$ cat src/hdl/ebwc_pkg.sv
`timescale 1ns / 1ps

package ebwc_pkg;

  localparam int unsigned DigitBits   = 7;
  localparam int unsigned MaxSeqBytes = 4;
  localparam int unsigned ByteW       = 8;
  localparam int unsigned LenW        = 3;
  localparam int unsigned CountW      = 3;
  localparam int unsigned WideCharW   = 30;
  localparam int unsigned CodeW       = WideCharW - 2;
  localparam int unsigned CfgIdxW     = 2;

  localparam logic [ByteW-1:0] Ss2Byte    = 8'h8E;
  localparam logic [ByteW-1:0] Ss3Byte    = 8'h8F;
  localparam logic [ByteW-1:0] C1First    = 8'h80;
  localparam logic [ByteW-1:0] GraphFirst = 8'hA0;

  typedef enum logic [1:0] {
    StatDone    = 2'd0,
    StatIllegal = 2'd1,
    StatEnd     = 2'd2,
    StatBadLen  = 2'd3
  } status_e;

  typedef enum logic [1:0] {
    SetNone = 2'd0,
    Set1    = 2'd1,
    Set2    = 2'd2,
    Set3    = 2'd3
  } code_set_e;

  typedef enum logic [CfgIdxW-1:0] {
    CfgSet1Len = 2'd0,
    CfgSet2Len = 2'd1,
    CfgSet3Len = 2'd2
  } cfg_idx_e;

  typedef struct packed {
    logic [ByteW-1:0] in_byte;
    logic             end_of_input;
  } in_item_t;

  typedef struct packed {
    status_e              status;
    logic [WideCharW-1:0] wide_char;
    logic [CountW-1:0]    byte_count;
    logic                 retry_valid;
    logic [ByteW-1:0]     retry_byte;
  } out_item_t;

  typedef struct packed {
    logic [CfgIdxW-1:0] index;
    logic [LenW-1:0]    data;
  } cfg_item_t;

  typedef struct packed {
    logic [LenW-1:0] set1_len;
    logic [LenW-1:0] set2_len;
    logic [LenW-1:0] set3_len;
  } lengths_t;

  function automatic logic [LenW-1:0] clamp_len(logic [LenW-1:0] v, logic [LenW-1:0] max_len);
    return (v > max_len) ? max_len : v;
  endfunction

  // top two bits of the wide character for each code set
  function automatic logic [1:0] tag_bits(code_set_e s);
    logic [1:0] t;
    unique case (s)
      Set1:    t = 2'b11;
      Set2:    t = 2'b01;
      Set3:    t = 2'b10;
      default: t = 2'b00;
    endcase
    return t;
  endfunction

endpackage

$ cat src/hdl/ebwc_chan_if.sv
`timescale 1ns / 1ps

interface ebwc_chan_if #(
  parameter type payload_t = logic
);
  logic     valid;
  logic     ready;
  payload_t payload;

  modport source (output valid, output payload, input ready);
  modport sink (input valid, input payload, output ready);
endinterface

$ cat src/hdl/ebwc_cfg_regs.sv
`timescale 1ns / 1ps

module ebwc_cfg_regs import ebwc_pkg::*; #(
  parameter int unsigned MAX_SEQ_BYTES = MaxSeqBytes
) (
  input  logic      clk_i,
  input  logic      rst_ni,
  input  logic      cfg_valid_i,
  output logic      cfg_ready_o,
  input  cfg_item_t cfg_item_i,
  output lengths_t  lengths_o
);

  localparam logic [LenW-1:0] MaxLen = LenW'(MAX_SEQ_BYTES);

  lengths_t lengths_q, lengths_d;

  assign cfg_ready_o = 1'b1;

  always_comb begin
    lengths_d = lengths_q;
    if (cfg_valid_i) begin
      unique case (cfg_idx_e'(cfg_item_i.index))
        CfgSet1Len: lengths_d.set1_len = clamp_len(cfg_item_i.data, MaxLen);
        CfgSet2Len: lengths_d.set2_len = clamp_len(cfg_item_i.data, MaxLen);
        CfgSet3Len: lengths_d.set3_len = clamp_len(cfg_item_i.data, MaxLen);
        default: lengths_d = lengths_q;
      endcase
    end
  end

  always_ff @(posedge clk_i or negedge rst_ni) begin
    if (!rst_ni) begin
      lengths_q.set1_len <= clamp_len(3'd2, MaxLen);
      lengths_q.set2_len <= clamp_len(3'd1, MaxLen);
      lengths_q.set3_len <= clamp_len(3'd2, MaxLen);
    end else begin
      lengths_q <= lengths_d;
    end
  end

  assign lengths_o = lengths_q;

endmodule

$ cat src/hdl/ebwc_in_reg.sv
`timescale 1ns / 1ps

module ebwc_in_reg import ebwc_pkg::*; (
  input  logic     clk_i,
  input  logic     rst_ni,
  input  logic     in_valid_i,
  output logic     in_ready_o,
  input  in_item_t in_item_i,
  output logic     item_valid_o,
  input  logic     item_take_i,
  output in_item_t item_o
);

  logic     valid_q, valid_d;
  in_item_t item_q;

  assign in_ready_o = !valid_q || item_take_i;

  always_comb begin
    valid_d = valid_q;
    if (in_ready_o) begin
      valid_d = in_valid_i;
    end
  end

  always_ff @(posedge clk_i or negedge rst_ni) begin
    if (!rst_ni) begin
      valid_q <= 1'b0;
    end else begin
      valid_q <= valid_d;
    end
  end

  always_ff @(posedge clk_i) begin
    if (in_ready_o && in_valid_i) begin
      item_q <= in_item_i;
    end
  end

  assign item_valid_o = valid_q;
  assign item_o       = item_q;

endmodule

$ cat src/hdl/ebwc_core.sv
`timescale 1ns / 1ps

module ebwc_core import ebwc_pkg::*; #(
  parameter int unsigned MAX_SEQ_BYTES = MaxSeqBytes
) (
  input  logic      clk_i,
  input  logic      rst_ni,
  input  lengths_t  lengths_i,
  input  logic      item_valid_i,
  output logic      item_take_o,
  input  in_item_t  item_i,
  output logic      out_valid_o,
  input  logic      out_ready_i,
  output out_item_t out_item_o
);

  localparam int unsigned AccW = DigitBits * MAX_SEQ_BYTES;

  logic              collecting_q, collecting_d;
  logic [CountW-1:0] left_q, left_d;
  logic [CountW-1:0] taken_q, taken_d;
  code_set_e         tag_q, tag_d;
  logic [AccW-1:0]   acc_q, acc_d;

  logic              out_valid_q, out_valid_d;
  out_item_t         out_item_q;

  logic              emit;
  out_item_t         res;
  logic [ByteW-1:0]  b;
  logic [AccW-1:0]   acc_shift;
  logic [CountW-1:0] taken_inc;

  assign item_take_o = item_valid_i && (!out_valid_q || out_ready_i);
  assign b           = item_i.in_byte;
  assign acc_shift   = AccW'({acc_q, b[DigitBits-1:0]});
  assign taken_inc   = taken_q + CountW'(1);

  always_comb begin
    collecting_d = collecting_q;
    left_d       = left_q;
    taken_d      = taken_q;
    tag_d        = tag_q;
    acc_d        = acc_q;
    emit         = 1'b0;
    res          = '0;
    res.status   = StatDone;
    if (item_take_o) begin
      if (collecting_q) begin
        if (item_i.end_of_input) begin
          emit           = 1'b1;
          res.status     = StatIllegal;
          res.byte_count = taken_q;
          collecting_d   = 1'b0;
        end else if (b < GraphFirst) begin
          emit            = 1'b1;
          res.status      = StatIllegal;
          res.byte_count  = taken_q;
          res.retry_valid = 1'b1;
          res.retry_byte  = b;
          collecting_d    = 1'b0;
        end else if (left_q == CountW'(1)) begin
          emit           = 1'b1;
          res.wide_char  = {tag_bits(tag_q), CodeW'(acc_shift)};
          res.byte_count = taken_inc;
          collecting_d   = 1'b0;
        end else begin
          acc_d   = acc_shift;
          taken_d = taken_inc;
          left_d  = left_q - CountW'(1);
        end
      end else begin
        if (item_i.end_of_input) begin
          emit       = 1'b1;
          res.status = StatEnd;
        end else if (b < C1First) begin
          emit           = 1'b1;
          res.wide_char  = WideCharW'(b);
          res.byte_count = CountW'(1);
        end else if (b == Ss2Byte && lengths_i.set2_len != '0) begin
          collecting_d = 1'b1;
          left_d       = lengths_i.set2_len;
          acc_d        = '0;
          tag_d        = Set2;
          taken_d      = CountW'(1);
        end else if (b == Ss3Byte && lengths_i.set3_len != '0) begin
          collecting_d = 1'b1;
          left_d       = lengths_i.set3_len;
          acc_d        = '0;
          tag_d        = Set3;
          taken_d      = CountW'(1);
        end else if (b < GraphFirst) begin
          emit           = 1'b1;
          res.wide_char  = WideCharW'(b);
          res.byte_count = CountW'(1);
        end else if (lengths_i.set1_len == '0) begin
          emit           = 1'b1;
          res.status     = StatBadLen;
          res.byte_count = CountW'(1);
        end else if (lengths_i.set1_len == LenW'(1)) begin
          emit           = 1'b1;
          res.wide_char  = {tag_bits(Set1), CodeW'(b[DigitBits-1:0])};
          res.byte_count = CountW'(1);
        end else begin
          collecting_d = 1'b1;
          left_d       = lengths_i.set1_len - LenW'(1);
          acc_d        = AccW'(b[DigitBits-1:0]);
          tag_d        = Set1;
          taken_d      = CountW'(1);
        end
      end
    end
  end

  always_comb begin
    out_valid_d = out_valid_q;
    if (item_take_o && emit) begin
      out_valid_d = 1'b1;
    end else if (out_ready_i) begin
      out_valid_d = 1'b0;
    end
  end

  always_ff @(posedge clk_i or negedge rst_ni) begin
    if (!rst_ni) begin
      collecting_q <= 1'b0;
      left_q       <= '0;
      taken_q      <= '0;
      tag_q        <= SetNone;
      out_valid_q  <= 1'b0;
    end else begin
      collecting_q <= collecting_d;
      left_q       <= left_d;
      taken_q      <= taken_d;
      tag_q        <= tag_d;
      out_valid_q  <= out_valid_d;
    end
  end

  always_ff @(posedge clk_i) begin
    acc_q <= acc_d;
    if (item_take_o && emit) begin
      out_item_q <= res;
    end
  end

  assign out_valid_o = out_valid_q;
  assign out_item_o  = out_item_q;

endmodule

$ cat src/hdl/euc_byte_to_wide_char_decoder.sv
`timescale 1ns / 1ps
// a byte is held in the input register, then its result in the result register
// a byte per cycle unless out_o stalls; a byte ending no character updates state, shows nothing
// the input register frees whenever the result register is empty or is being drained
// reset: decoder idle, no result pending, lengths set1 2, set2 1, set3 2
// lengths above the maximum sequence size saturate when written

module euc_byte_to_wide_char_decoder import ebwc_pkg::*; #(
  parameter int unsigned MAX_SEQ_BYTES = MaxSeqBytes
) (
  input  logic       clk_i,
  input  logic       rst_ni,
  ebwc_chan_if.sink   in_i,
  ebwc_chan_if.source out_o,
  ebwc_chan_if.sink   cfg_i
);

  lengths_t  lengths;
  logic      item_valid;
  logic      item_take;
  in_item_t  item;
  out_item_t out_item;

  ebwc_cfg_regs #(
    .MAX_SEQ_BYTES(MAX_SEQ_BYTES)
  ) u_cfg_regs (
    .clk_i       (clk_i),
    .rst_ni      (rst_ni),
    .cfg_valid_i (cfg_i.valid),
    .cfg_ready_o (cfg_i.ready),
    .cfg_item_i  (cfg_i.payload),
    .lengths_o   (lengths)
  );

  ebwc_in_reg u_in_reg (
    .clk_i        (clk_i),
    .rst_ni       (rst_ni),
    .in_valid_i   (in_i.valid),
    .in_ready_o   (in_i.ready),
    .in_item_i    (in_i.payload),
    .item_valid_o (item_valid),
    .item_take_i  (item_take),
    .item_o       (item)
  );

  ebwc_core #(
    .MAX_SEQ_BYTES(MAX_SEQ_BYTES)
  ) u_core (
    .clk_i        (clk_i),
    .rst_ni       (rst_ni),
    .lengths_i    (lengths),
    .item_valid_i (item_valid),
    .item_take_o  (item_take),
    .item_i       (item),
    .out_valid_o  (out_o.valid),
    .out_ready_i  (out_o.ready),
    .out_item_o   (out_item)
  );

  assign out_o.payload = out_item;

endmodule

$ cat src/flat_wrapper.sv
// flat-port wrapper written by rule: the top's interface ports become plain ports
module euc_byte_to_wide_char_decoder_flat import ebwc_pkg::*;
#(
  parameter int unsigned MAX_SEQ_BYTES = MaxSeqBytes
)
  (clk_i, rst_ni, in_i_valid, in_i_payload, in_i_ready, out_o_valid, out_o_payload, out_o_ready, cfg_i_valid, cfg_i_payload, cfg_i_ready);
  ebwc_chan_if #(.payload_t(in_item_t)) in_i_i ();
  ebwc_chan_if #(.payload_t(out_item_t)) out_o_i ();
  ebwc_chan_if #(.payload_t(cfg_item_t)) cfg_i_i ();
  input  logic clk_i;
  input  logic rst_ni;
  input wire logic [$bits(in_i_i.valid)-1:0] in_i_valid;
  input wire logic [$bits(in_i_i.payload)-1:0] in_i_payload;
  output wire logic [$bits(in_i_i.ready)-1:0] in_i_ready;
  output wire logic [$bits(out_o_i.valid)-1:0] out_o_valid;
  output wire logic [$bits(out_o_i.payload)-1:0] out_o_payload;
  input wire logic [$bits(out_o_i.ready)-1:0] out_o_ready;
  input wire logic [$bits(cfg_i_i.valid)-1:0] cfg_i_valid;
  input wire logic [$bits(cfg_i_i.payload)-1:0] cfg_i_payload;
  output wire logic [$bits(cfg_i_i.ready)-1:0] cfg_i_ready;
  assign in_i_i.valid = in_i_valid;
  assign in_i_i.payload = in_i_payload;
  assign in_i_ready = in_i_i.ready;
  assign out_o_valid = out_o_i.valid;
  assign out_o_payload = out_o_i.payload;
  assign out_o_i.ready = out_o_ready;
  assign cfg_i_i.valid = cfg_i_valid;
  assign cfg_i_i.payload = cfg_i_payload;
  assign cfg_i_ready = cfg_i_i.ready;
  euc_byte_to_wide_char_decoder #(.MAX_SEQ_BYTES(MAX_SEQ_BYTES)) u_core (.clk_i(clk_i), .rst_ni(rst_ni), .in_i(in_i_i), .out_o(out_o_i), .cfg_i(cfg_i_i));
endmodule
$ cat config.mk
export PLATFORM = sky130hd
export DESIGN_NAME = euc_byte_to_wide_char_decoder_flat
export DESIGN_NICKNAME = d
export VERILOG_FILES = /design/src/hdl/ebwc_pkg.sv /design/src/hdl/ebwc_chan_if.sv /design/src/hdl/ebwc_cfg_regs.sv /design/src/hdl/ebwc_in_reg.sv /design/src/hdl/ebwc_core.sv /design/src/hdl/euc_byte_to_wide_char_decoder.sv /design/src/flat_wrapper.sv
export SDC_FILE = /design/constraint.sdc
export NUM_CORES = 1
export LEC_CHECK = 0
export BUFFER_PORTS_ARGS = -buffer_cell sky130_fd_sc_hd__buf_4
export CAP_MARGIN = 10
export CORE_MARGIN = 2
export CORE_UTILIZATION = 60
export CTS_CLUSTER_DIAMETER = 40
export DETAILED_ROUTE_END_ITERATION = 10
export PLACE_DENSITY = 0.86
export SKIP_CTS_REPAIR_TIMING = 1
export SLEW_MARGIN = 5
export SYNTH_ARGS = -nofsm -noshare
export SYNTH_HDL_FRONTEND = slang
export SYNTH_HIERARCHICAL = 1
export SYNTH_SLANG_ARGS = --single-unit
$ cat constraint.sdc
create_clock -name clk_i -period 4.65 [get_ports clk_i]
set_clock_uncertainty 0.2 [all_clocks]
set_input_delay 0.2325 -clock clk_i [delete_from_list [all_inputs] [get_ports clk_i]]
set_output_delay 0.2325 -clock clk_i [all_outputs]
set_load 0.01 [all_outputs]
==> metrics.txt <==
# TYPE chip_impl_metric gauge
chip_impl_metric{name="port_buffers",unit=""} 64
chip_impl_metric{name="grt_use_total",unit="%"} 21.4
chip_impl_metric{name="final_min_period_over_clock_period",unit="%"} 62.6
chip_impl_info{name="min-delay-start",value="out_o_ready"} 1
chip_impl_metric{name="finalHoldViolations",unit=""} 0
chip_impl_metric{name="synth_seq_cells",unit=""} 94
chip_impl_metric{name="gp_routability_congestion",unit=""} 0.880
chip_impl_metric{name="dieHeight",unit="µm"} 86.5
chip_impl_metric{name="post-route-min-period",unit="ns"} 2.91
chip_impl_metric{name="synth.net_count",unit=""} 327
chip_impl_info{name="critPathTopFamily",value="compound AO/OA/AOI/OAI gates"} 1
chip_impl_info{name="synth_ff_type",value="sky130_fd_sc_hd__edfxtp_1"} 1
chip_impl_metric{name="synth_edf_count",unit=""} 74
chip_impl_metric{name="wire_length_of_the_first_global_routing_pass",unit="µm"} 12000
chip_impl_metric{name="postRouteAntennaNets",unit=""} 0
chip_impl_metric{name="timing.final.setup_violations",unit=""} 0
chip_impl_metric{name="synth.lib_cells_used.distinct",unit=""} 54
chip_impl_metric{name="cts-htree-levels",unit=""} 3
chip_impl_metric{name="cellLeakagePower",unit="µW"} 0.00197
chip_impl_metric{name="tritoncts_num_sinks",unit=""} 94
chip_impl_metric{name="final-max-slew-violation-count",unit=""} 0
chip_impl_info{name="hp-class",value="in2reg"} 1
chip_impl_metric{name="register_area",unit="mm²"} 0.00273
chip_impl_metric{name="final_nets",unit=""} 404
chip_impl_metric{name="final_util",unit="%"} 74.0
chip_impl_metric{name="netSwitchingFraction",unit="%"} 30.9
chip_impl_info{name="timing.rr.end",value="u_core/u_core/acc_q[6]"} 1
chip_impl_metric{name="worst_path_largest_cell_delay",unit="ns"} 0.91
chip_impl_metric{name="wp_depth",unit=""} 4
chip_impl_metric{name="number_of_antenna_violations_at_the_first_check_in_global_routing",unit=""} 0
chip_impl_metric{name="core-area",unit="mm²"} 0.00668
chip_impl_metric{name="fillerInstances",unit=""} 446
chip_impl_metric{name="reg2reg_depth",unit=""} 4
chip_impl_metric{name="drcViolationCount",unit=""} 0
chip_impl_info{name="worstSetupStartpointType",value="register"} 1
chip_impl_metric{name="routed-via-count",unit=""} 2596
chip_impl_metric{name="power.combinational.fraction",unit="%"} 26.7
chip_impl_info{name="rsz0062_at_grt",value="no"} 1
chip_impl_metric{name="power_density",unit="mW/mm²"} 487
chip_impl_metric{name="vdd_ir_drop_max",unit="V"} 0.000286
chip_impl_metric{name="syn_area_per_cell",unit="µm²"} 13.6
chip_impl_metric{name="cts_buffers",unit=""} 9
chip_impl_metric{name="clk_pin_slew",unit="ns"} 0.09
chip_impl_metric{name="initial_core_util",unit="%"} 61.1
chip_impl_metric{name="worstMarginPinSlew",unit="ns"} 1.04
chip_impl_metric{name="totalWireLength",unit="µm"} 7680
chip_impl_metric{name="std_cell_rows",unit=""} 30
chip_impl_metric{name="clk-insertion-delay-late",unit="ns"} 0.37
chip_impl_info{name="cp-startpoint",value="u_core/u_in_reg/item_o[7]"} 1
chip_impl_info{name="crit_path_cell_trace",value="or2_1 -> or3_4 -> o32ai_4 -> buf_4"} 1
chip_impl_metric{name="synth_area",unit="mm²"} 0.00408
chip_impl_metric{name="detail_route.iter0.violations",unit=""} 146
chip_impl_metric{name="dp_hpwl",unit="µm"} 5270
chip_impl_metric{name="cts_max_path_buffers",unit=""} 2
chip_impl_metric{name="max_cap_violations",unit=""} 0
chip_impl_metric{name="largest_net_degree_at_the_start_of_global_routing",unit=""} 35
chip_impl_metric{name="syn_inst",unit=""} 300
chip_impl_metric{name="n_antenna_cell",unit=""} 0
chip_impl_metric{name="cp.arrival",unit="ns"} 2.79
chip_impl_metric{name="max_freq",unit="MHz"} 343
chip_impl_info{name="crit_type",value="reg2reg"} 1
chip_impl_metric{name="clockPowerShare",unit="%"} 23.0
chip_impl_metric{name="asyncSetResetFlopFracSynth",unit="%"} 21.3
chip_impl_metric{name="worst_slew_margin_rel",unit="%"} 31.0
chip_impl_info{name="sort_of_element_at_the_end_of_the_critical_path",value="register"} 1
chip_impl_metric{name="sequentialPowerShare",unit="%"} 50.4
chip_impl_metric{name="io_pins",unit=""} 66
chip_impl_metric{name="path_buf_inv",unit=""} 1
chip_impl_info{name="crit-reg2reg-launch",value="u_core/u_in_reg/item_o[7]"} 1
chip_impl_metric{name="finalHoldWorstSlack",unit="ns"} 0.0277
chip_impl_metric{name="setup.reg_to_reg.worst_slack",unit="ns"} 1.74
chip_impl_metric{name="timing.critical_path.required",unit="ns"} 4.53
chip_impl_metric{name="timing.critical_path.fanout_max",unit=""} 23
chip_impl_info{name="worstSetupEndpoint",value="u_core/u_core/acc_q[6]"} 1
chip_impl_metric{name="mean_number_of_vias_per_cell",unit=""} 5.62
chip_impl_metric{name="setup-tns-final",unit="ns"} 0
chip_impl_metric{name="drt_first_pass_iters",unit=""} 5
chip_impl_metric{name="routed_wire_length_per_instance",unit="µm"} 16.6
chip_impl_metric{name="remaining_global_route_overflow",unit=""} 0
chip_impl_metric{name="first_global_vias",unit=""} 2435
chip_impl_metric{name="synth-warning-count",unit=""} 6
chip_impl_metric{name="die_width",unit="µm"} 86.5
chip_impl_metric{name="netSwitchingPower",unit="µW"} 742
chip_impl_metric{name="multi_input_area",unit="mm²"} 0.00123
chip_impl_info{name="critPathSlowestCell",value="sky130_fd_sc_hd__o32ai_4"} 1
chip_impl_info{name="cts_tree",value="yes"} 1
chip_impl_info{name="run_status",value="completed"} 1
chip_impl_metric{name="cellInternalPower",unit="µW"} 1660
chip_impl_info{name="master_cell_of_the_clock_root_buffer",value="sky130_fd_sc_hd__clkbuf_8"} 1
chip_impl_metric{name="seq_total_area_yosys",unit="%"} 66.8
chip_impl_metric{name="floorplan.die_area",unit="mm²"} 0.00748
chip_impl_metric{name="area_growth_syn_to_layout",unit="%"} 21.2
chip_impl_metric{name="layout-drive-gt1-share",unit="%"} 26.2
## kinds of logic after synthesis
family	synth area share (%)
AOI/OAI and AO/OA	8.65
xor gates and xnor gates	0.215
adders and majority gates	2.45
buffers and inverters	2.97
DFF	66.8
muxes	3.25
other	0.0919
and+or+nand+nor	15.6
## worst min-delay path, stage by stage
cell                       delay, ns
sky130_fd_sc_hd__buf_4          0.07
sky130_fd_sc_hd__nand2b_1       0.18
sky130_fd_sc_hd__nand2_1        0.07
## stage by stage
stage | total power [µW] | cell area, µm² | instances | setup slack [ns]
after floorplan | 1600 | 4080 | 300 | 1.97
after global placement | 1840 | 4620 | 434 | 1.85
after CTS | 2410 | 4820 | 450 | 1.75
after global routing | 2520 | 4940 | 462 | 1.66
final | 2410 | 4940 | 462 | 1.74
after detailed placement | 1860 | 4620 | 434 | 1.78
## synthesized netlist by cell type (5+ instances only)
library cell / count / area share (%)
sky130_fd_sc_hd__and2_1: 41 / 6.3
sky130_fd_sc_hd__o21ai_0: 8 / 0.98
sky130_fd_sc_hd__clkbuf_1: 8 / 0.74
sky130_fd_sc_hd__edfxtp_1: 74 / 54
sky130_fd_sc_hd__nor2_1: 18 / 1.7
sky130_fd_sc_hd__a21boi_1: 6 / 1.1
sky130_fd_sc_hd__nand2_1: 10 / 0.92
sky130_fd_sc_hd__ha_1: 8 / 2.5
sky130_fd_sc_hd__nor2b_1: 8 / 1.2
sky130_fd_sc_hd__nand4_1: 5 / 0.77
sky130_fd_sc_hd__inv_1: 14 / 1.3
sky130_fd_sc_hd__a21oi_1: 5 / 0.61
sky130_fd_sc_hd__dfrtp_1: 17 / 10
sky130_fd_sc_hd__mux2_1: 6 / 1.7
sky130_fd_sc_hd__nor3_1: 5 / 0.61
## worst min-delay path by stage
stage                                     endpoint  slack (ns)  depth (start not counted)
detailed placement        u_core/u_core/taken_q[1]       -0.07                          1
global placement          u_core/u_core/taken_q[1]       -0.08                          1
CTS                 u_core/u_cfg_regs/lengths_o[8]       -0.47                          1
floorplan           u_core/u_cfg_regs/lengths_o[0]       -0.26                          0
global route             u_core/u_core/out_valid_o        0.05                          3
finish                   u_core/u_core/out_valid_o        0.03                          3
## layout by cell type, fill, tap and decap left out, types with 3 or more instances in the layout
| cell | netlist | routed |
|---|---|---|
| sky130_fd_sc_hd__nor3b_1 | 3 | 3 |
| sky130_fd_sc_hd__clkbuf_8 | 0 | 9 |
| sky130_fd_sc_hd__inv_6 | 0 | 4 |
| sky130_fd_sc_hd__dlygate4sd3_1 | 0 | 12 |
| sky130_fd_sc_hd__nor2b_1 | 8 | 8 |
| sky130_fd_sc_hd__nor3_1 | 5 | 5 |
| sky130_fd_sc_hd__inv_1 | 14 | 13 |
| sky130_fd_sc_hd__dfstp_2 | 3 | 3 |
| sky130_fd_sc_hd__a21boi_0 | 3 | 3 |
| sky130_fd_sc_hd__buf_4 | 1 | 68 |
| sky130_fd_sc_hd__nand2_1 | 10 | 10 |
| sky130_fd_sc_hd__a21oi_1 | 5 | 5 |
| sky130_fd_sc_hd__nor2_1 | 18 | 18 |
| sky130_fd_sc_hd__a22oi_1 | 3 | 3 |
| sky130_fd_sc_hd__or3_1 | 3 | 3 |
| sky130_fd_sc_hd__mux2_2 | 4 | 4 |
| sky130_fd_sc_hd__edfxtp_1 | 74 | 74 |
| sky130_fd_sc_hd__and2_1 | 41 | 41 |
| sky130_fd_sc_hd__o21ai_1 | 4 | 4 |
| sky130_fd_sc_hd__mux2_1 | 6 | 6 |
| sky130_fd_sc_hd__dfrtp_1 | 17 | 17 |
| sky130_fd_sc_hd__ha_1 | 8 | 8 |
| sky130_fd_sc_hd__a21boi_1 | 6 | 6 |
| sky130_fd_sc_hd__o21ai_0 | 8 | 8 |
| sky130_fd_sc_hd__nand2b_1 | 3 | 3 |
| sky130_fd_sc_hd__nand4_1 | 5 | 5 |
## cell type report
| type | count | share of cell area (%) |
|---|---|---|
| Sequential cell | 94 | 55.1 |
| Multi-Input combinational cell | 178 | 24.9 |
| Timing Repair Buffer | 80 | 12.8 |
| Clock buffer | 9 | 2.51 |
| Tap cell | 80 | 2.02 |
| Clock inverter | 7 | 1.57 |
| Inverter | 14 | 1.06 |
## sequential cells by signal (all words and copies together) (netlist names)
name                          count
u_core/u_cfg_regs/lengths_o       9
u_core/u_core/acc_q              21
u_core/u_core/collecting_q        1
u_core/u_core/left_q              3
u_core/u_core/out_item_o         44
u_core/u_core/out_valid_o         1
u_core/u_core/tag_q               2
u_core/u_core/taken_q             3
u_core/u_in_reg/item_o            9
u_core/u_in_reg/item_valid_o      1
## power by group through the flow
stage	sequential, µW	clock (µW)	combinational [µW]
5_1_grt	1230	588	701
3_3_place_gp	1220	0	615
2_1_floorplan	1260	0	333
6_report	1210	553	641
3_5_place_dp	1230	0	633
4_1_cts	1210	559	636
## metal layers
metal / global-route usage (%) / vias to the layer above / wire length [µm]
met5: 0 / - / 0
met1: 29.9 / 1261 / 3420
met3: 3.52 / 14 / 422
li1: - / 1231 / -
met2: 33.3 / 90 / 3690
met4: 9.94 / 0 / 141
No activity file was read; power rests on OpenSTA's default activity.
